==> config.mk <==
export PLATFORM = sky130hd
export DESIGN_NAME = pdb_back
export DESIGN_NICKNAME = d
export VERILOG_FILES = /design/src/hdl/pdb_pkg.sv /design/src/hdl/pdb_back.sv
export SDC_FILE = /design/constraint.sdc
export NUM_CORES = 1
export LEC_CHECK = 0
export BUFFER_PORTS_ARGS = -buffer_cell sky130_fd_sc_hd__buf_2
export CAP_MARGIN = 10
export CORE_MARGIN = 2
export CORE_UTILIZATION = 38
export CTS_CLUSTER_SIZE = 25
export DETAILED_ROUTE_END_ITERATION = 6
export PLACE_DENSITY = 0.68
export SLEW_MARGIN = 40
export SYNTH_ARGS = -nofsm -noshare
export SYNTH_HDL_FRONTEND = slang
export SYNTH_SLANG_ARGS = --single-unit
==> constraint.sdc <==
create_clock -name clk -period 4.35 [get_ports clk]
set_input_delay 0.2175 -clock clk [delete_from_list [all_inputs] [get_ports clk]]
set_output_delay 0.2175 -clock clk [all_outputs]
set_load 0.01 [all_outputs]
==> src/hdl/pdb_pkg.sv <==
// ----------------------------------------------------------------------------
// pdb_pkg
// Shared types, constants and colour blend functions for the palette
// down-scale blend blitter.
// ----------------------------------------------------------------------------
package pdb_pkg;

  localparam int PALETTE_ENTRIES = 4096;
  localparam int PAL_AW          = $clog2(PALETTE_ENTRIES);
  localparam int MAX_DIMENSION   = 1024;
  localparam int DIM_W           = $clog2(MAX_DIMENSION) + 1;
  localparam int COORD_W         = 10;
  localparam int COLOUR_W        = 24;
  localparam int CFG_IDX_W       = 3;
  localparam int CFG_DATA_W      = 11;

  // queue between front and back
  localparam int JQ_DEPTH = 4;
  localparam int JQ_AW    = $clog2(JQ_DEPTH);
  localparam int JQ_CW    = $clog2(JQ_DEPTH + 1);

  // result queue
  localparam int OQ_DEPTH = 2;
  localparam int OQ_AW    = $clog2(OQ_DEPTH);
  localparam int OQ_CW    = $clog2(OQ_DEPTH + 1);

  typedef enum logic {
    CMD_PAL_WRITE = 1'b0,
    CMD_PIXEL     = 1'b1
  } cmd_t;

  typedef enum logic [1:0] {
    FMT_RGB565 = 2'd0,
    FMT_RGB444 = 2'd1,
    FMT_RGB555 = 2'd2,
    FMT_RGB888 = 2'd3
  } fmt_t;

  typedef enum logic [CFG_IDX_W-1:0] {
    REG_SOURCE_WIDTH  = 3'd0,
    REG_SOURCE_HEIGHT = 3'd1,
    REG_COL_SKIP_MASK = 3'd2,
    REG_ROW_SKIP_MASK = 3'd3,
    REG_PIXEL_FORMAT  = 3'd4,
    REG_BLEND_ENABLE  = 3'd5
  } reg_idx_t;

  typedef enum logic [1:0] {
    ACT_SKIP  = 2'd0,
    ACT_WRITE = 2'd1,
    ACT_BLEND = 2'd2
  } act_t;

  typedef struct packed {
    cmd_t                cmd;
    logic [PAL_AW-1:0]   index;
    logic [COLOUR_W-1:0] color;
  } in_item_t;

  typedef struct packed {
    logic [COORD_W-1:0]  out_x;
    logic [COORD_W-1:0]  out_y;
    logic [COLOUR_W-1:0] pixel_value;
    logic                is_rewrite;
  } out_item_t;

  typedef struct packed {
    logic [DIM_W-1:0]   source_width;
    logic [DIM_W-1:0]   source_height;
    logic [COORD_W-1:0] col_mask;
    logic [COORD_W-1:0] row_mask;
    fmt_t               fmt;
    logic               blend_en;
  } cfg_t;

  typedef struct packed {
    act_t                act;
    logic                row_kept;
    logic                line_end;
    logic                frame_end;
    logic [COLOUR_W-1:0] colour;
  } job_t;

  function automatic logic [15:0] blend16_mask(int r, int g, int b);
    logic [16:0] m;
    m = (17'd1 << (r + g + b)) - 17'd1;
    m[0] = 1'b0;
    m[b] = 1'b0;
    m[b + g] = 1'b0;
    return m[15:0];
  endfunction

  localparam logic [15:0] MASK_565 = blend16_mask(5, 6, 5);
  localparam logic [15:0] MASK_444 = blend16_mask(4, 4, 4);
  localparam logic [15:0] MASK_555 = blend16_mask(5, 5, 5);

  // channel LSBs cleared so the halves never carry into the next channel
  function automatic logic [COLOUR_W-1:0] blend16(logic [15:0] p, logic [15:0] n,
                                                  logic [15:0] m);
    logic [15:0] s;
    s = ((p & m) >> 1) + ((n & m) >> 1);
    if (p == n) begin
      return {8'h00, p};
    end
    return {8'h00, s};
  endfunction

  function automatic logic [COLOUR_W-1:0] blend888(logic [COLOUR_W-1:0] p,
                                                   logic [COLOUR_W-1:0] n);
    logic [COLOUR_W-1:0] r;
    for (int i = 0; i < 3; i++) begin
      r[i*8 +: 8] = {1'b0, p[i*8+1 +: 7]} + {1'b0, n[i*8+1 +: 7]};
    end
    return r;
  endfunction

  function automatic logic [COLOUR_W-1:0] blend_pixel(fmt_t f, logic [COLOUR_W-1:0] p,
                                                      logic [COLOUR_W-1:0] n);
    logic [COLOUR_W-1:0] r;
    case (f)
      FMT_RGB565: r = blend16(p[15:0], n[15:0], MASK_565);
      FMT_RGB444: r = blend16(p[15:0], n[15:0], MASK_444);
      FMT_RGB555: r = blend16(p[15:0], n[15:0], MASK_555);
      default:    r = blend888(p, n);
    endcase
    return r;
  endfunction

endpackage

==> src/hdl/pdb_back.sv <==
// ----------------------------------------------------------------------------
// pdb_back
// Carries out classified pixels: destination counters, last written pixel,
// column blending, and the result queue.
// ----------------------------------------------------------------------------
module pdb_back import pdb_pkg::*; (
  input  logic      clk,
  input  logic      rst,
  input  cfg_t      cfg,
  input  logic      job_valid,
  input  job_t      job,
  output logic      job_take,
  output out_item_t result,
  output logic      empty,
  input  logic      pop
);

  logic [DIM_W-1:0]    dest_col, dest_row, dest_col_next, dest_row_next;
  logic [COLOUR_W-1:0] last_pixel, last_pixel_next, colour, blended;
  logic                last_valid, last_valid_next;
  logic                emit, pop_ok;
  out_item_t           res;

  out_item_t           out_mem [OQ_DEPTH];
  logic [OQ_AW-1:0]    out_wr_ptr, out_rd_ptr;
  logic [OQ_CW-1:0]    out_count;

  assign job_take = job_valid && (out_count < OQ_CW'(OQ_DEPTH));
  assign empty    = (out_count == '0);
  assign pop_ok   = pop && !empty;
  assign result   = out_mem[out_rd_ptr];

  always_comb begin
    colour  = (cfg.fmt == FMT_RGB888) ? job.colour : {8'h00, job.colour[15:0]};
    blended = blend_pixel(cfg.fmt, last_pixel, colour);

    dest_col_next   = dest_col;
    dest_row_next   = dest_row;
    last_pixel_next = last_pixel;
    last_valid_next = last_valid;
    emit            = 1'b0;
    res.out_x       = COORD_W'(dest_col);
    res.out_y       = COORD_W'(dest_row);
    res.pixel_value = colour;
    res.is_rewrite  = 1'b0;

    if (job_take) begin
      case (job.act)
        ACT_WRITE: begin
          emit            = 1'b1;
          last_pixel_next = colour;
          last_valid_next = 1'b1;
          if (dest_col < DIM_W'(MAX_DIMENSION)) begin
            dest_col_next = dest_col + DIM_W'(1);
          end
        end
        ACT_BLEND: begin
          if (cfg.blend_en && last_valid) begin
            emit            = 1'b1;
            last_pixel_next = blended;
            res.out_x       = COORD_W'(dest_col - DIM_W'(1));
            res.pixel_value = blended;
            res.is_rewrite  = 1'b1;
          end
        end
        default: begin
        end
      endcase

      if (job.line_end) begin
        last_valid_next = 1'b0;
        dest_col_next   = '0;
        if (job.frame_end) begin
          dest_row_next = '0;
        end else if (job.row_kept && dest_row < DIM_W'(MAX_DIMENSION)) begin
          dest_row_next = dest_row + DIM_W'(1);
        end
      end
    end
  end

  always_ff @(posedge clk) begin
    if (rst) begin
      dest_col   <= '0;
      dest_row   <= '0;
      last_valid <= 1'b0;
      last_pixel <= '0;
      out_wr_ptr <= '0;
      out_rd_ptr <= '0;
      out_count  <= '0;
    end else begin
      dest_col   <= dest_col_next;
      dest_row   <= dest_row_next;
      last_valid <= last_valid_next;
      last_pixel <= last_pixel_next;
      if (emit) begin
        out_wr_ptr <= out_wr_ptr + OQ_AW'(1);
      end
      if (pop_ok) begin
        out_rd_ptr <= out_rd_ptr + OQ_AW'(1);
      end
      out_count <= out_count + OQ_CW'(emit) - OQ_CW'(pop_ok);
    end
  end

  always_ff @(posedge clk) begin
    if (emit) begin
      out_mem[out_wr_ptr] <= res;
    end
  end

`ifndef SYNTHESIS
  a_rewrite_after_write : assert property (@(posedge clk) disable iff (rst)
    (emit && res.is_rewrite) |-> (dest_col != '0))
    else $error("rewrite with no earlier pixel on the line");

  a_result_room : assert property (@(posedge clk) disable iff (rst)
    emit |-> (out_count < OQ_CW'(OQ_DEPTH)))
    else $error("result queue overflow");
`endif

endmodule
## After elaboration in Yosys (flattened, before gate mapping)

Memory sizes are Yosys's and may differ from the RTL's. A register that Yosys moved wholly into a read port is not among the register bits.
Index checks and enable logic that the tools add are counted.
Widths: inputs -> output; s select.

| operators by class | value |
|---|---|
| muxes and demuxes | 32 |
| eq/ne operators | 7 |
| $add $sub $neg | 13 |
| reduce and logical (&&, ||, !) cells | 15 |
| order comparisons | 3 |

Operators with widths:

| cell | number |
|---|---|
| $mux 24 | 6 |
| $mux 25 | 3 |
| $pmux 24 s3 | 1 |
| $mux 11 | 5 |
| $pmux 24 s2 | 1 |
| $mux 10 | 3 |
| $add 7x7->8 | 3 |
| $add 11x1->11 const B | 2 |
| $lt 11x11->1 const B | 2 |
| $add 15x15->16 | 1 |
| $eq 16x16->1 | 1 |
| $add 14x14->15 | 1 |
| $add 11x11->12 | 1 |
| $mux 1 | 12 |
| $sub 10x1->10 const B | 1 |
| $reduce_and 3->1 | 3 |
| $reduce_bool 2->1 | 4 |
| $eq 2x2->1 const B | 3 |
| $eq 2x1->1 const B | 2 |
| $logic_and 1x1->1 | 4 |
| $logic_not 2->1 | 2 |
| $add 1x1->1 const B | 2 |
| $add 2x1->2 | 1 |
| $lt 2x2->1 const B | 1 |
| 5 further kinds | 5 |

| word-level totals | value |
|---|---|
| RAM bits | 90 |
| flip-flop bits (word level) | 51 |
| memories kept | 1 |
| input port bits | 78 |
| logic and storage cells | 78 |

Memories:

| memory | depth | width | read ports | clocked after memory_dff | wr ports | line | source |
|---|---|---|---|---|---|---|---|
| out_mem | 2 | 45 | 1 | 1 | 1 | pdb_back.sv:24 | `out_item_t out_mem [OQ_DEPTH];` |

## Depth between registers and ports, before layout

| depth | value |
|---|---|
| word-level depth | 10 |
| depth in mapped cells | 11 |

## Least setup slack after synthesis

OpenSTA, ideal clock, no wires.

| timing | value |
|---|---|
| path type | input port to flip-flop |
| from | input job[27] in the netlist's numbering |
| to | memory out_mem[0][0] in the netlist's numbering, enable pin |
| arrival | 3.354 ns |
| buffers on the path | 0 |
| stages | 7 |
| setup time | 0.453 ns |
| slack | 0.543 ns |
| path through | inv_1 > ha_1 > nand2b_1 > a21boi_2 > nand2_1 > a21oi_1 > nor2b_1 |

| between the ends | value |
|---|---|
| word-level cells in the longest chain between the ends | 5 |
| elaborated cells on any way between the ends | 6 |
| those cells by class | eq/ne (2); mux (4) |

RTL lines:

| element | line | source |
|---|---|---|
| start, declared | pdb_back.sv:11 | `input job_t job,` |
| $eq 2x2->1 or $eq 2x1->1 (tied branches) | pdb_back.sv:48 | `case (job.act)` |
| $pmux 1 s2 * | pdb_back.sv:48 |  |
| $mux 1 * | pdb_back.sv:47 | `if (job_take) begin` |
| via emit | pdb_back.sv:21 | `logic emit, pop_ok;` |
| $mux 1 * | pdb_back.sv:107 | `if (emit) begin` |
| $mux 1 (not written as such) * | pdb_back.sv:108 | `out_mem[out_wr_ptr] <= res;` |
| end, declared | pdb_back.sv:24 |  |

The timed path passes the listed nets; every way through them passes the cells marked *.

==> flow_summary.toml <==
[outcome]
status = "complete, no violations"

[routing]
wirelength_um = 17680
drtIter0Drc = 331
vias = 5621
ant_nets = 0
wire_per_inst_um = 16.57
drc = 0
drt_first_pass_iters = 4
via_per_inst = 5.268

[floorplanning]
start_util_pct = 38.89
die-area_um2 = 21130
dieWidth_um = 145.4
rows = 51
core_area_um2 = 19530
io-pin-count = 125
die_h_um = 145.4

[timing]
report.final.hold_viol_count = 0
rsz0062_at_grt = "false"
worst_slew_pin_slew_ns = 0.8032
max_slew_margin_pct = 46.45
fmax_mhz = 350.7
slew_viol_final = 0
post-route-period-util_pct = 65.56
skew_ns = 0.01066
totalNegativeSetupSlack_ns = 0
fin_crit_ns = 2.852
setup_viol = 0

[synth]
synthFlopType = "edfxtp_1"
syn_area_um2 = 7594
synth_cell_types = 65
syn-num-nets = 833
yosys_warnings = 0
synth-seq-area-share_pct = 49.04
postSynthCellCount = 719
ys_ff_latch = 141
synth_edf_count = 90
avgSynthCellArea_um2 = 10.56
ys_async_sr_fraction_pct = 0

[placement]
io_buffers = 82
dpl-instance-area_um2 = 8242
hpwlAfterDp_um = 12120
place.gp.congestion = 0.9040

[clock_tree]
path_clk_slew_ns = 0.06
cts_tree = "built"
clkLatencyLatePin_ns = 0.42
ctsHoldBuffers = 0
root_buffer = "clkbuf_16"
cts_buffers = 17
cts_num_sinks = 141
htree_levels = 4
cts.path.max_buffers = 2
cts_resized = 0
post-cts-setup-buffer-count = 0

[critical_path]
critPathMaxFanout = 13
critPathRequiredTime_ns = 4.49
critPathSlowestCell = "nor2_2"
end_kind = "flop"
startpoint_type = "flop"
reg2reg_slack_ns = 1.50
r2r_start = "last_pixel[13]"
r2r-end = "out_mem[0][14]"
critPathKind = "flop to flop"
critical-path-max-stage-delay_ns = 0.57
path_cells = "ha_1 -> nor4_4 -> nand3_2 -> nor2_2 -> a21oi_1 -> o21ai_0"
startpoint = "last_pixel[13]"
cp.arrival_ns = 2.99
rr_worst_depth = 6
crit_end = "out_mem[0][14]"

[pwr]
worst_ir_drop_vdd_mv = 0.2688
power.density_nw_per_um2 = 395.7
leakage_nw = 3.293

[grt]
grt_pass1_wl_um = 28590
grt_pass1_vias = 5522
antenna_found_initial = 1
grt_overflow = 0
grt_max_degree = 46
grt_usage_pct = 16.99

[layout]
nNetsFinal = 902
final_util_pct = 45.17
drive_gt1_share_pct = 23.72
stdcell_area_um2 = 8820
area_growth_pct = 16.15

[run]
drv_cap = 0

[worst_hold_path]
min_path_type = "input port to flop"
state kept, by name, indices dropped and copies added (netlist names), named ones only:
name	flops
out_rd_ptr	1
last_pixel	23
last_valid	1
dest_col	11
dest_row	11
out_mem	90
out_wr_ptr	1
out_count	2
cell usage after synthesis (7+ instances only):
master / number / share of area (%)
o21ai_0: 40 / 2.6
ha_1: 29 / 4.8
nand3_1: 16 / 1.1
nand2b_1: 7 / 0.58
nor2b_1: 9 / 0.74
xnor2_1: 28 / 3.2
a31oi_1: 13 / 1.1
a211oi_1: 8 / 0.79
clkbuf_1: 23 / 1.1
nor2_1: 56 / 2.8
a22oi_1: 7 / 0.69
nor3_1: 13 / 0.86
a21oi_1: 41 / 2.7
fa_1: 7 / 1.8
xor2_1: 18 / 2.1
nand2_1: 59 / 2.9
edfxtp_1: 90 / 36
dfxtp_1: 51 / 13
mux2_2: 48 / 7.1
and3_1: 12 / 0.99
buf_2: 9 / 0.59
inv_1: 31 / 1.5
area by class of cell:
class / instances / area (µm²)
antenna: 1 / 2.502
clock buffer: 19 / 442.9
clock inverter: 13 / 130.1
fill: 1837 / 10710
inverter: 33 / 123.9
multi-input combinational: 505 / 3581
sequential: 141 / 3725
tap: 265 / 331.6
timing repair buffer: 90 / 483.0
report_power, final:
part           internal (mW)  total, mW  switching (mW)
combinational          0.264      0.605           0.341
sequential              1.46       1.48          0.0198
clock                  0.816       1.40           0.587
total                   2.54       3.49           0.948
worst max-delay path, delay by kind of cell, from the launching register on:
| kind | cells | cell delay (ns) |
|---|---|---|
| fa+ha+maj | 1 | 0.46 |
| compound gates | 2 | 0.74 |
| flops | 1 | 0.34 |
| simple gates | 3 | 1.02 |
how the worst min path moves through the flow:
stage | startpoint | end | cells after the start
global route | job[24] | dest_row[1] | 3
floorplan | job[1] | last_pixel[1] | 2
CTS | job[24] | dest_row[1] | 3
finish | job[24] | dest_row[1] | 3
global placement | dest_row[10] | dest_row[10] | 2
detailed placement | last_valid | last_valid | 2
cell families (layout without fill, tap and decap cells):
kind of cell             after synthesis  after routing  synth area share [%]
other                                  0              1                     0
buffers and inverters                 73            155                 3.954
AO/OA/AOI/OAI                        150            150                 12.36
flip-flops                           141            141                 49.04
XOR/XNOR                              46             46                 5.306
AND/OR/NAND/NOR                      218            218                 14.62
adder cells (fa/ha/maj)               36             36                 6.624
multiplexers                          55             55                 8.107
layer usage:
metal / vias up / wire length, µm / global-route usage [%]
li1: 2749 / - / -
met1: 2678 / 8243 / 23.28
met2: 165 / 7866 / 26.64
met3: 29 / 1148 / 3.542
met4: 0 / 421 / 6.373
met5: - / 0 / 0
cell usage in the layout (no fill, tap or decap), types with 4 or more instances in the layout:
master	instances
o211ai_1	5
o21ai_0	40
fa_1	7
or3_1	5
nor4b_1	6
nand3_1	16
nand4_1	6
ha_1	29
a211oi_1	8
edfxtp_1	90
buf_4	7
a21oi_1	41
nand2_1	59
nor2b_1	8
dfxtp_1	50
a31oi_1	13
inv_1	31
a22oi_1	7
nor2_1	55
mux2i_1	6
o32ai_1	4
buf_2	82
nor4_1	5
mux2_2	48
and3_1	12
xor2_1	18
xnor2_1	28
clkbuf_16	17
nand2b_1	7
a221oi_1	6
nor3_1	13
nand3b_1	4
metrics by stage:
step	hold slack (ns)	power, mW	instances	setup slack, ns
after global placement	0.4496	2.116	1034	1.130
after floorplan	0.4011	1.926	719	0.5434
after CTS	0.1051	3.519	1066	1.377
after detailed placement	0.4630	2.120	1034	1.041
after global routing	0.1269	3.641	1067	1.296
final	0.1214	3.490	1067	1.498
No activity file was read; power rests on OpenSTA's default activity.
