**src/hdl/pdb_pkg.sv**
```systemverilog
// ----------------------------------------------------------------------------
// pdb_pkg
// Shared types, constants and colour blend functions for the palette
// down-scale blend blitter.
// ----------------------------------------------------------------------------
package pdb_pkg;

  localparam int PALETTE_ENTRIES = 4096;
  localparam int PAL_AW          = $clog2(PALETTE_ENTRIES);
  localparam int MAX_DIMENSION   = 1024;
  localparam int DIM_W           = $clog2(MAX_DIMENSION) + 1;
  localparam int COORD_W         = 10;
  localparam int COLOUR_W        = 24;
  localparam int CFG_IDX_W       = 3;
  localparam int CFG_DATA_W      = 11;

  // queue between front and back
  localparam int JQ_DEPTH = 4;
  localparam int JQ_AW    = $clog2(JQ_DEPTH);
  localparam int JQ_CW    = $clog2(JQ_DEPTH + 1);

  // result queue
  localparam int OQ_DEPTH = 2;
  localparam int OQ_AW    = $clog2(OQ_DEPTH);
  localparam int OQ_CW    = $clog2(OQ_DEPTH + 1);

  typedef enum logic {
    CMD_PAL_WRITE = 1'b0,
    CMD_PIXEL     = 1'b1
  } cmd_t;

  typedef enum logic [1:0] {
    FMT_RGB565 = 2'd0,
    FMT_RGB444 = 2'd1,
    FMT_RGB555 = 2'd2,
    FMT_RGB888 = 2'd3
  } fmt_t;

  typedef enum logic [CFG_IDX_W-1:0] {
    REG_SOURCE_WIDTH  = 3'd0,
    REG_SOURCE_HEIGHT = 3'd1,
    REG_COL_SKIP_MASK = 3'd2,
    REG_ROW_SKIP_MASK = 3'd3,
    REG_PIXEL_FORMAT  = 3'd4,
    REG_BLEND_ENABLE  = 3'd5
  } reg_idx_t;

  typedef enum logic [1:0] {
    ACT_SKIP  = 2'd0,
    ACT_WRITE = 2'd1,
    ACT_BLEND = 2'd2
  } act_t;

  typedef struct packed {
    cmd_t                cmd;
    logic [PAL_AW-1:0]   index;
    logic [COLOUR_W-1:0] color;
  } in_item_t;

  typedef struct packed {
    logic [COORD_W-1:0]  out_x;
    logic [COORD_W-1:0]  out_y;
    logic [COLOUR_W-1:0] pixel_value;
    logic                is_rewrite;
  } out_item_t;

  typedef struct packed {
    logic [DIM_W-1:0]   source_width;
    logic [DIM_W-1:0]   source_height;
    logic [COORD_W-1:0] col_mask;
    logic [COORD_W-1:0] row_mask;
    fmt_t               fmt;
    logic               blend_en;
  } cfg_t;

  typedef struct packed {
    act_t                act;
    logic                row_kept;
    logic                line_end;
    logic                frame_end;
    logic [COLOUR_W-1:0] colour;
  } job_t;

  function automatic logic [15:0] blend16_mask(int r, int g, int b);
    logic [16:0] m;
    m = (17'd1 << (r + g + b)) - 17'd1;
    m[0] = 1'b0;
    m[b] = 1'b0;
    m[b + g] = 1'b0;
    return m[15:0];
  endfunction

  localparam logic [15:0] MASK_565 = blend16_mask(5, 6, 5);
  localparam logic [15:0] MASK_444 = blend16_mask(4, 4, 4);
  localparam logic [15:0] MASK_555 = blend16_mask(5, 5, 5);

  // channel LSBs cleared so the halves never carry into the next channel
  function automatic logic [COLOUR_W-1:0] blend16(logic [15:0] p, logic [15:0] n,
                                                  logic [15:0] m);
    logic [15:0] s;
    s = ((p & m) >> 1) + ((n & m) >> 1);
    if (p == n) begin
      return {8'h00, p};
    end
    return {8'h00, s};
  endfunction

  function automatic logic [COLOUR_W-1:0] blend888(logic [COLOUR_W-1:0] p,
                                                   logic [COLOUR_W-1:0] n);
    logic [COLOUR_W-1:0] r;
    for (int i = 0; i < 3; i++) begin
      r[i*8 +: 8] = {1'b0, p[i*8+1 +: 7]} + {1'b0, n[i*8+1 +: 7]};
    end
    return r;
  endfunction

  function automatic logic [COLOUR_W-1:0] blend_pixel(fmt_t f, logic [COLOUR_W-1:0] p,
                                                      logic [COLOUR_W-1:0] n);
    logic [COLOUR_W-1:0] r;
    case (f)
      FMT_RGB565: r = blend16(p[15:0], n[15:0], MASK_565);
      FMT_RGB444: r = blend16(p[15:0], n[15:0], MASK_444);
      FMT_RGB555: r = blend16(p[15:0], n[15:0], MASK_555);
      default:    r = blend888(p, n);
    endcase
    return r;
  endfunction

endpackage

```
**src/hdl/pdb_job_queue.sv**
```systemverilog
// ----------------------------------------------------------------------------
// pdb_job_queue
// Short queue of classified pixels between the front and the back.
// ----------------------------------------------------------------------------
module pdb_job_queue import pdb_pkg::*; (
  input  logic             clk,
  input  logic             rst,
  input  logic             push,
  input  job_t             push_job,
  input  logic             pop,
  output job_t             head,
  output logic [JQ_CW-1:0] count
);

  job_t             q_mem [JQ_DEPTH];
  logic [JQ_AW-1:0] wr_ptr, rd_ptr;

  assign head = q_mem[rd_ptr];

  always_ff @(posedge clk) begin
    if (push) begin
      q_mem[wr_ptr] <= push_job;
    end
  end

  always_ff @(posedge clk) begin
    if (rst) begin
      wr_ptr <= '0;
      rd_ptr <= '0;
      count  <= '0;
    end else begin
      if (push) begin
        wr_ptr <= wr_ptr + JQ_AW'(1);
      end
      if (pop) begin
        rd_ptr <= rd_ptr + JQ_AW'(1);
      end
      count <= count + JQ_CW'(push) - JQ_CW'(pop);
    end
  end

`ifndef SYNTHESIS
  a_no_overflow : assert property (@(posedge clk) disable iff (rst)
    push |-> (count < JQ_CW'(JQ_DEPTH)))
    else $error("job queue overflow");

  a_no_underflow : assert property (@(posedge clk) disable iff (rst)
    pop |-> (count != '0))
    else $error("job queue underflow");

  a_count_track : assert property (@(posedge clk) disable iff (rst)
    !$past(rst) |-> (count == $past(count + JQ_CW'(push) - JQ_CW'(pop))))
    else $error("job queue count drifted");
`endif

endmodule

```
**config.mk**
```make
export PLATFORM = sky130hd
export DESIGN_NAME = pdb_job_queue
export DESIGN_NICKNAME = d
export VERILOG_FILES = /design/src/hdl/pdb_pkg.sv /design/src/hdl/pdb_job_queue.sv
export SDC_FILE = /design/constraint.sdc
export NUM_CORES = 1
export LEC_CHECK = 0
export BUFFER_PORTS_ARGS = -buffer_cell sky130_fd_sc_hd__buf_2
export CORE_ASPECT_RATIO = 1.2
export CORE_MARGIN = 8
export CORE_UTILIZATION = 40
export CTS_CLUSTER_SIZE = 14
export DETAILED_ROUTE_END_ITERATION = 7
export MAX_ROUTING_LAYER = met4
export PLACE_DENSITY = 0.57
export SETUP_SLACK_MARGIN = 0.1
export SYNTH_ARGS = -nofsm -noshare
export SYNTH_HDL_FRONTEND = slang
export SYNTH_SLANG_ARGS = --single-unit
```
**constraint.sdc**
```tcl
create_clock -name clk -period 1.8 [get_ports clk]
set_input_delay 0 -clock clk [delete_from_list [all_inputs] [get_ports clk]]
set_output_delay 0 -clock clk [all_outputs]
set_load 0.02 [all_outputs]
```
# Yosys cells after proc, flatten, opt, wreduce, memory -nomap -nowiden
# Memory sizes are Yosys's and may differ from the RTL's. A register that Yosys moved wholly into a read port is not among the register bits.
# Index checks and enable logic that the tools add are counted.
# totals
ramBits	116
elab_cells	12
output_inout_bits	32
memories	1
in_bits	33
regBits	7
# memory_table
name	words	width	read_ports	rd_clocked_by_memory_dff	write_ports	line_no	source
q_mem	4	29	1	1	1	pdb_job_queue.sv:15	job_t q_mem [JQ_DEPTH];
# op_classes
n_mux	4
n_addsub	4
# op_table
op	count
$add A2 B1 Y2 const B	2
$mux W2	2
$add A3 B1 Y3	1
$sub A3 B1 Y3	1
$mux W1	2

# Depth between registers and ports, before layout
# Gate-level depths: netlist of the first run.
# logic_depth
word_depth	3
ltp_mapped	7
mapped_depth_nobuf	7

# Worst setup path before layout of the first run
# No wires, ideal clock.
# synth_path
path_kind	flip-flop to flip-flop
start	register wr_ptr[0]
end	memory q_mem[2][0] in the netlist's numbering (enable)
stages_incl_launch_ff	4
n_path_buf	0
slack_ns	0.147
t_required_ns	1.411
setup_time_ns	0.389
t_arrival_ns	1.265
synth_period_minus_slack_ns	1.653
path_cell_list	dfxtp_1 inv_1 ha_1 and2_1
# synth_lines
element	line_no	source
from (decl)	pdb_job_queue.sv:16	logic [JQ_AW-1:0] wr_ptr, rd_ptr;
from (signal assigned)	pdb_job_queue.sv:33	wr_ptr <= wr_ptr + JQ_AW'(1);
to (decl)	pdb_job_queue.sv:15	
# No word-level cell before the write port.

==> metrics.md, run 1 <==
| Metric | Value |
|---|---|
| Final setup TNS | 0 ps |
| Ratio of cells with drive above 1 in the final layout | 0.429 |
| Area growth, synth to finish | 37.3% |
| Cells after Synth | ~190 |
| First-pass GRT wire length | roughly 14000 um |
| Run status | finished clean |
| Grt total ovfl | 0 |
| Final Hold Viols | 0 |
| Vias post-DR | 2234 |
| Root buf cell | clkbuf_16 |
| P_int | 0.00614 W |
| Min-Delay Endpoint | q_mem[2][2] |
| Die Height | 134 um |
| CTS clk-pin slew, worst paths | 50 ps |
| Row count | 43 |
| # H-tree levels | 4 |
| Final Instance Area | 6350 um2 |
| DRC viols | 0 |
| DR pass1 iterations | 4 |
| Routed vias/inst | 4.63 |
| Worst VDD drop | 0.600 mV |
| Avg WL per Cell | around 18 um |
| Startpoint types | flop |
| Fmax | 582 MHz |
| Slew HR | 0.680 |
| P_leak | 2.25 nW |
| Max Buffers Root-to-Sink | 2 |
| Sw Ratio | 0.214 |
| Vias in the first global route | between 2000 and 3000 |
| Overall Global Routing Usage | 0.129 |
| MaxCap Viol Count | 0 |
| Tcrit/Tclk final | 0.955 |
| CTS tree | yes |
| Worst Hold Launch | push_job[2] |
| Hold WC Path Type | in -> reg |
| Clock Latency Late Sink | 410 ps |
| Buf/Inv on CP | 2 |
| Final min period | 1720 ps |
| Starting DRT DRC Count | between 70 and 80 |
| Cell Pwr Density | 1230 nW/um2 |
| Share of the yosys chip area belonging to registers | 0.793 |
| Overall power | a little under 0.008 W |
| Cell family with most CP delay | multiplexers |
| Clock network fraction of total power | 0.441 |
| Largest net degree at the start of global routing | 30 |
| Sw power | 0.00167 W |
| RSZ-0062 raised after global routing | true |
| Routed Antenna Nets | 0 |
| Die W | 114 um |
| Worst hold path stage count | 2 |
| Final Max Tran Viols | 0 |
| Mapped Nets | 231 |
| R2r startpoint | count[0] |
| Post-synth cell types | 21 |
| Fillers | 891 |
| R2r setup slk | 260 ps |
| NumNets Final | 353 |
| WL final | between 8000 and 9000 um |
| CORE AREA | 11400 um2 |
| Crit path required time | 1800 ps |
| Worst path slowest cell | mux4_2 |
| Synth Warn # | 0 |
| Die ar. | approximately 15000 um2 |
| Clk sinks | 125 |
| CP Depth | 3 |
| Comb pwr share | 0.123 |
| Slowest stage delay, CP | roughly 540 ps |
| Post-synth design cell area | 4620 um2 |
| R2R Path End | count[2] |
| Final setup fails | 0 |
| Cell count of the worst reg-to-reg path | 7 |
| Port buffer count | 64 |
| Syn avg cell area | 24.2 um2 |
| Worst Max-Slew Pin Slew | 480 ps |
| Crit Path Category | reg -> out |
| Starting Density | 0.405 |
| CTS Buf Count | 17 |
| Crit Path Max Fanout | 6 |
| Clk_skew | 5.78 ps |
| WP data arrival | 1720 ps |
| Initial antenna violation count | 0 |
| CP endpoint kind | primary output |
| Gpl congestion | 0.672 |
| Seq cells post-synth | 125 |
| Hpwl dp | 5090 um |
| Placed standard-cell area | 5200 um2 |
| IO Pins | 65 |
| Cell breakdown of the critical path | buf_12 -> mux4_2 -> buf_6 |
| Ant. Diodes | 0 |
| Seq pwr share | 0.435 |
[kinds of logic (layout without fill, tap and decap cells)]
kind of cell / count (synthesis) / count (layout) / share of synthesized area
adders and majority gates: 7 / 7 / 0.0206
DFF: 125 / 125 / 0.793
and+or+nand+nor: 12 / 12 / 0.0138
buffers and inverters: 12 / 147 / 0.0162
AOI/OAI and AO/OA: 2 / 2 / 0.00325
xor gates and xnor gates: 3 / 3 / 0.00894
muxes: 30 / 30 / 0.144
[timing repair]
item | 4_1_cts | 5_1_grt
buffers inserted | 2 | 0
resized for setup | 1 | 49
cloned | 1 | 1
hold buffers | 33 | 0
setup endpoints to repair | 26 | 81
endpoints found under the hold margin | 125 | 0
[cell usage after synthesis (all sizes together)]
cell,number,area (um2)
edfxtp,116,3480
mux4,29,657
dfxtp,9,180
ha,6,75.1
inv,6,22.5
buf,5,48.8
nor2,5,18.8
and2,4,25.0
nor2b,2,12.5
xnor2,2,17.5
a21bo,1,10.0
a21oi,1,5.00
clkbuf,1,3.75
fa,1,20.0
mux2i,1,10.0
nand3b,1,7.51
xor3,1,23.8
[layout make-up]
class	count	area (um2)	area share
Timing Repair Buffer	109	968	0.153
Inverter	6	22.5	0.00355
Tap cell	157	196	0.0310
Multi-Input combinational cell	54	886	0.140
Sequential cell	125	3670	0.578
Clock inverter	14	175	0.0276
Clock buffer	18	429	0.0676
[layer usage]
metal  wire [um]  track usage  part of all wire
met1        3760        0.144              0.43
met2        4310        0.199              0.50
met3         484       0.0539             0.056
met4         143       0.0556             0.016
met5           0            -                 0
[power groups by stage]
stage / Combinational (W) / Clock (W) / Sequential (W)
detailed placement: 0.000793 / 0 / 0.00346
global placement: 0.000782 / 0 / 0.00345
global route: 0.00104 / 0.00365 / 0.00341
finish: 0.000964 / 0.00344 / 0.00340
floorplan: 0.000491 / 0 / 0.00346
CTS: 0.000879 / 0.00352 / 0.00340
[per-stage QoR]
step           setup slack [ps]  std cells  utilization  hold slack, ps
3_5_place_dp                146        414        0.456             216
3_3_place_gp                181        414        0.456             215
2_1_floorplan               147        191            -            71.6
4_1_cts                    12.0        482        0.542             320
5_1_grt                    12.6        483        0.556             333
6_report                   81.6        483        0.556             344
[worst register-to-register path, stage by stage, from the launching register on]
cell     delay [ps]
dfxtp_1         320
inv_1            40
ha_1            260
inv_1            40
ha_1            180
fa_1            360
xor3_1          200
nor2_1           40
[cells in the final DEF, fill, tap and decap left out, drive strengths merged, types with 4 or more instances in the layout]
master and count:
edfxtp 116, buf 75, dlygate4sd3 33, mux4 29, clkbuf 19, dfxtp 9, clkinv 8, inv 6
ha 6, nor2 5, bufinv 4, and2 4
[flip-flops by register name, indices dropped and copies added (netlist names), named ones only]
name    cells
count       3
q_mem     116
wr_ptr      2
rd_ptr      2
[worst max path at each step]
stage,from,endpoint,slack (ps)
2_1_floorplan,wr_ptr[0],q_mem[2][0],150
3_5_place_dp,wr_ptr[1],q_mem[0][27],150
5_1_grt,flop,head[12],10
4_1_cts,flop,head[6],10
3_3_place_gp,wr_ptr[1],q_mem[0][27],180
6_report,flop,head[7],80
Note: power is estimated with default switching activity, not from simulation.
==> run 2: changes to the inputs <==
--- a/config.mk
+++ b/config.mk
@@ -8,11 +8,11 @@
 export BUFFER_PORTS_ARGS = -buffer_cell sky130_fd_sc_hd__buf_2
 export CORE_ASPECT_RATIO = 1.2
 export CORE_MARGIN = 8
-export CORE_UTILIZATION = 40
+export CORE_UTILIZATION = 51
 export CTS_CLUSTER_SIZE = 14
 export DETAILED_ROUTE_END_ITERATION = 7
 export MAX_ROUTING_LAYER = met4
-export PLACE_DENSITY = 0.57
+export PLACE_DENSITY = 0.71
 export SETUP_SLACK_MARGIN = 0.1
 export SYNTH_ARGS = -nofsm -noshare
 export SYNTH_HDL_FRONTEND = slang
==> metrics.md, run 2 (synthesized netlist as in run 1, its figures left out) <==
| Metric | Value |
|---|---|
| Run status | finished, violations left |
| Failing checks | negative setup slack |
| Clock Latency Late Sink | ~500 ps |
| CORE AREA | a little under 9000 um2 |
| Ratio of cells with drive above 1 in the final layout | 0.428 |
| Biggest register | q_mem |
| WL final | 8570 um |
| Max reg flops | 116 |
| Crit Path Max Fanout | 6 |
| Area growth, synth to finish | 37.1% |
| Final Hold Viols | 0 |
| Vias in the first global route | between 2000 and 2500 |
| Worst VDD drop | 0.677 mV |
| Hold WC Path Type | in -> reg |
| CTS Buf Count | 17 |
| Cell Pwr Density | 1200 nW/um2 |
| Final min period | around 1800 ps |
| CTS clk-pin slew, worst paths | ~60 ps |
| Clk sinks | approximately 130 |
| Die ar. | 12400 um2 |
| DP Cell Count | 376 |
| Max Buffers Root-to-Sink | 2 |
| DR pass1 iterations | 4 |
| Largest regs | q_mem (116), count (3) |
| Routed vias/inst | 5.08 |
| Worst Setup Slack, final | -1.53 ps |
| Sw Ratio | 0.214 |
| Final setup fails | 1 |
| CTS tree | yes |
| Sw power | 0.00162 W |
| Port buffer count | 64 |
| P_leak | ~2.3 nW |
| Crit path required time | 1800 ps |
| IO Pins | 65 |
| Routed Antenna Nets | 0 |
| Slew HR | 0.700 |
| First-pass GRT wire length | 13300 um |
| Die W | 103 um |
| Final Instance Area | 6340 um2 |
| Finished Layout Cells | 447 |
| R2r startpoint | count[0] |
| R2R Path End | count[2] |
| Fmax | 555 MHz |
| Overall Global Routing Usage | 0.155 |
| Die Height | 120 um |
| Placed standard-cell area | 5140 um2 |
| Root buf cell | clkbuf_8 |
| Min-Delay Endpoint | q_mem[3][16] |
| # H-tree levels | 4 |
| Largest net degree at the start of global routing | 30 |
| Hpwl dp | a little under 5000 um |
| Overall power | 0.00758 W |
| RSZ-0062 raised after global routing | true |
| Final setup TNS | -1.53 ps |
| R2r setup slk | approximately 220 ps |
| Row count | 38 |
| Worst Hold Launch | push_job[16] |
| Crit Path Category | reg -> out |
| Worst hold path stage count | 2 |
| MaxCap Viol Count | 0 |
| Seq pwr share | 0.448 |
| Comb pwr share | 0.135 |
| Worst Max-Slew Pin Slew | 450 ps |
| Startpoint types | flop |
| Ant. Diodes | 0 |
| DRC viols | 0 |
| Clock network fraction of total power | 0.417 |
| Grt total ovfl | 0 |
| WP data arrival | 1800 ps |
| CP endpoint kind | primary output |
| Vias post-DR | 2269 |
| Gpl congestion | 0.675 |
| Initial antenna violation count | 0 |
| Clk_skew | a little under 10 ps |
| NumNets Final | between 300 and 400 |
| Commonest non-fill, non-tap cell in the layout | edfxtp_1 |
| Avg WL per Cell | around 19 um |
| Tcrit/Tclk final | 1.00 |
| Starting DRT DRC Count | 78 |
| Starting Density | 0.517 |
| Final Max Tran Viols | 0 |
| P_int | 0.00596 W |
| Cell count of the worst reg-to-reg path | 7 |
| Most frequent cells in the layout | 116 x edfxtp_1, 35 x buf_2, 33 x dlygate4sd3_1, 31 x buf_6, 29 x mux4_2 |
==> run 2: area by class of cell <==
cell class                      count  area (um2)
Clock buffer                       24         470
Clock inverter                      8        91.3
Fill cell                         573        2600
Inverter                            6        22.5
Multi-Input combinational cell     54         886
Sequential cell                   125        3670
Tap cell                          120         150
Timing Repair Buffer              110        1050
==> run 2: power by group through the flow <==
stage	Clock [W]	Sequential, W	Combinational (W)
after floorplan	0	0.00346	0.000491
after global placement	0	0.00345	0.000758
after detailed placement	0	0.00345	0.000773
after CTS	0.00321	0.00340	0.00104
after global routing	0.00334	0.00341	0.00110
final	0.00316	0.00340	0.00102
==> run 2: critical path, stage by stage, from the launching register on <==
cell and delay [ps]:
dfxtp_4 360, buf_6 110, buf_12 120, mux4_2 540, buf_6 160
==> run 2: stage by stage <==
step / setup slack [ps] / hold slack (ps) / util
after floorplan: 147 / 71.6 / -
after CTS: -24.2 / 229 / 0.709
after detailed placement: 158 / 219 / 0.575
final: -1.53 / 249 / 0.709
after global placement: 190 / 213 / 0.575
after global routing: -59.9 / 236 / 0.709
==> run 2: metal layers <==
metal / track usage / part of all wire
met1: 0.175 / 0.41
met2: 0.252 / 0.53
met4: 0.0607 / 0.013
met3: 0.0460 / 0.054
met5: - / 0
==> run 2: repair_timing <==
item,in CTS,in global routing
hold buffers,33,0
gates resized for setup,68,2
gates cloned,3,0
setup buffers,3,0
endpoints found under the setup margin,29,84
endpoints found under the hold margin,125,0
==> run 2: worst max path at each step <==
stage / from / to
global route: flop / head[12]
CTS: flop / head[9]
detailed placement: wr_ptr[0] / q_mem[0][19]
finish: flop / head[12]
global placement: wr_ptr[0] / q_mem[0][19]
floorplan: wr_ptr[0] / q_mem[2][0]
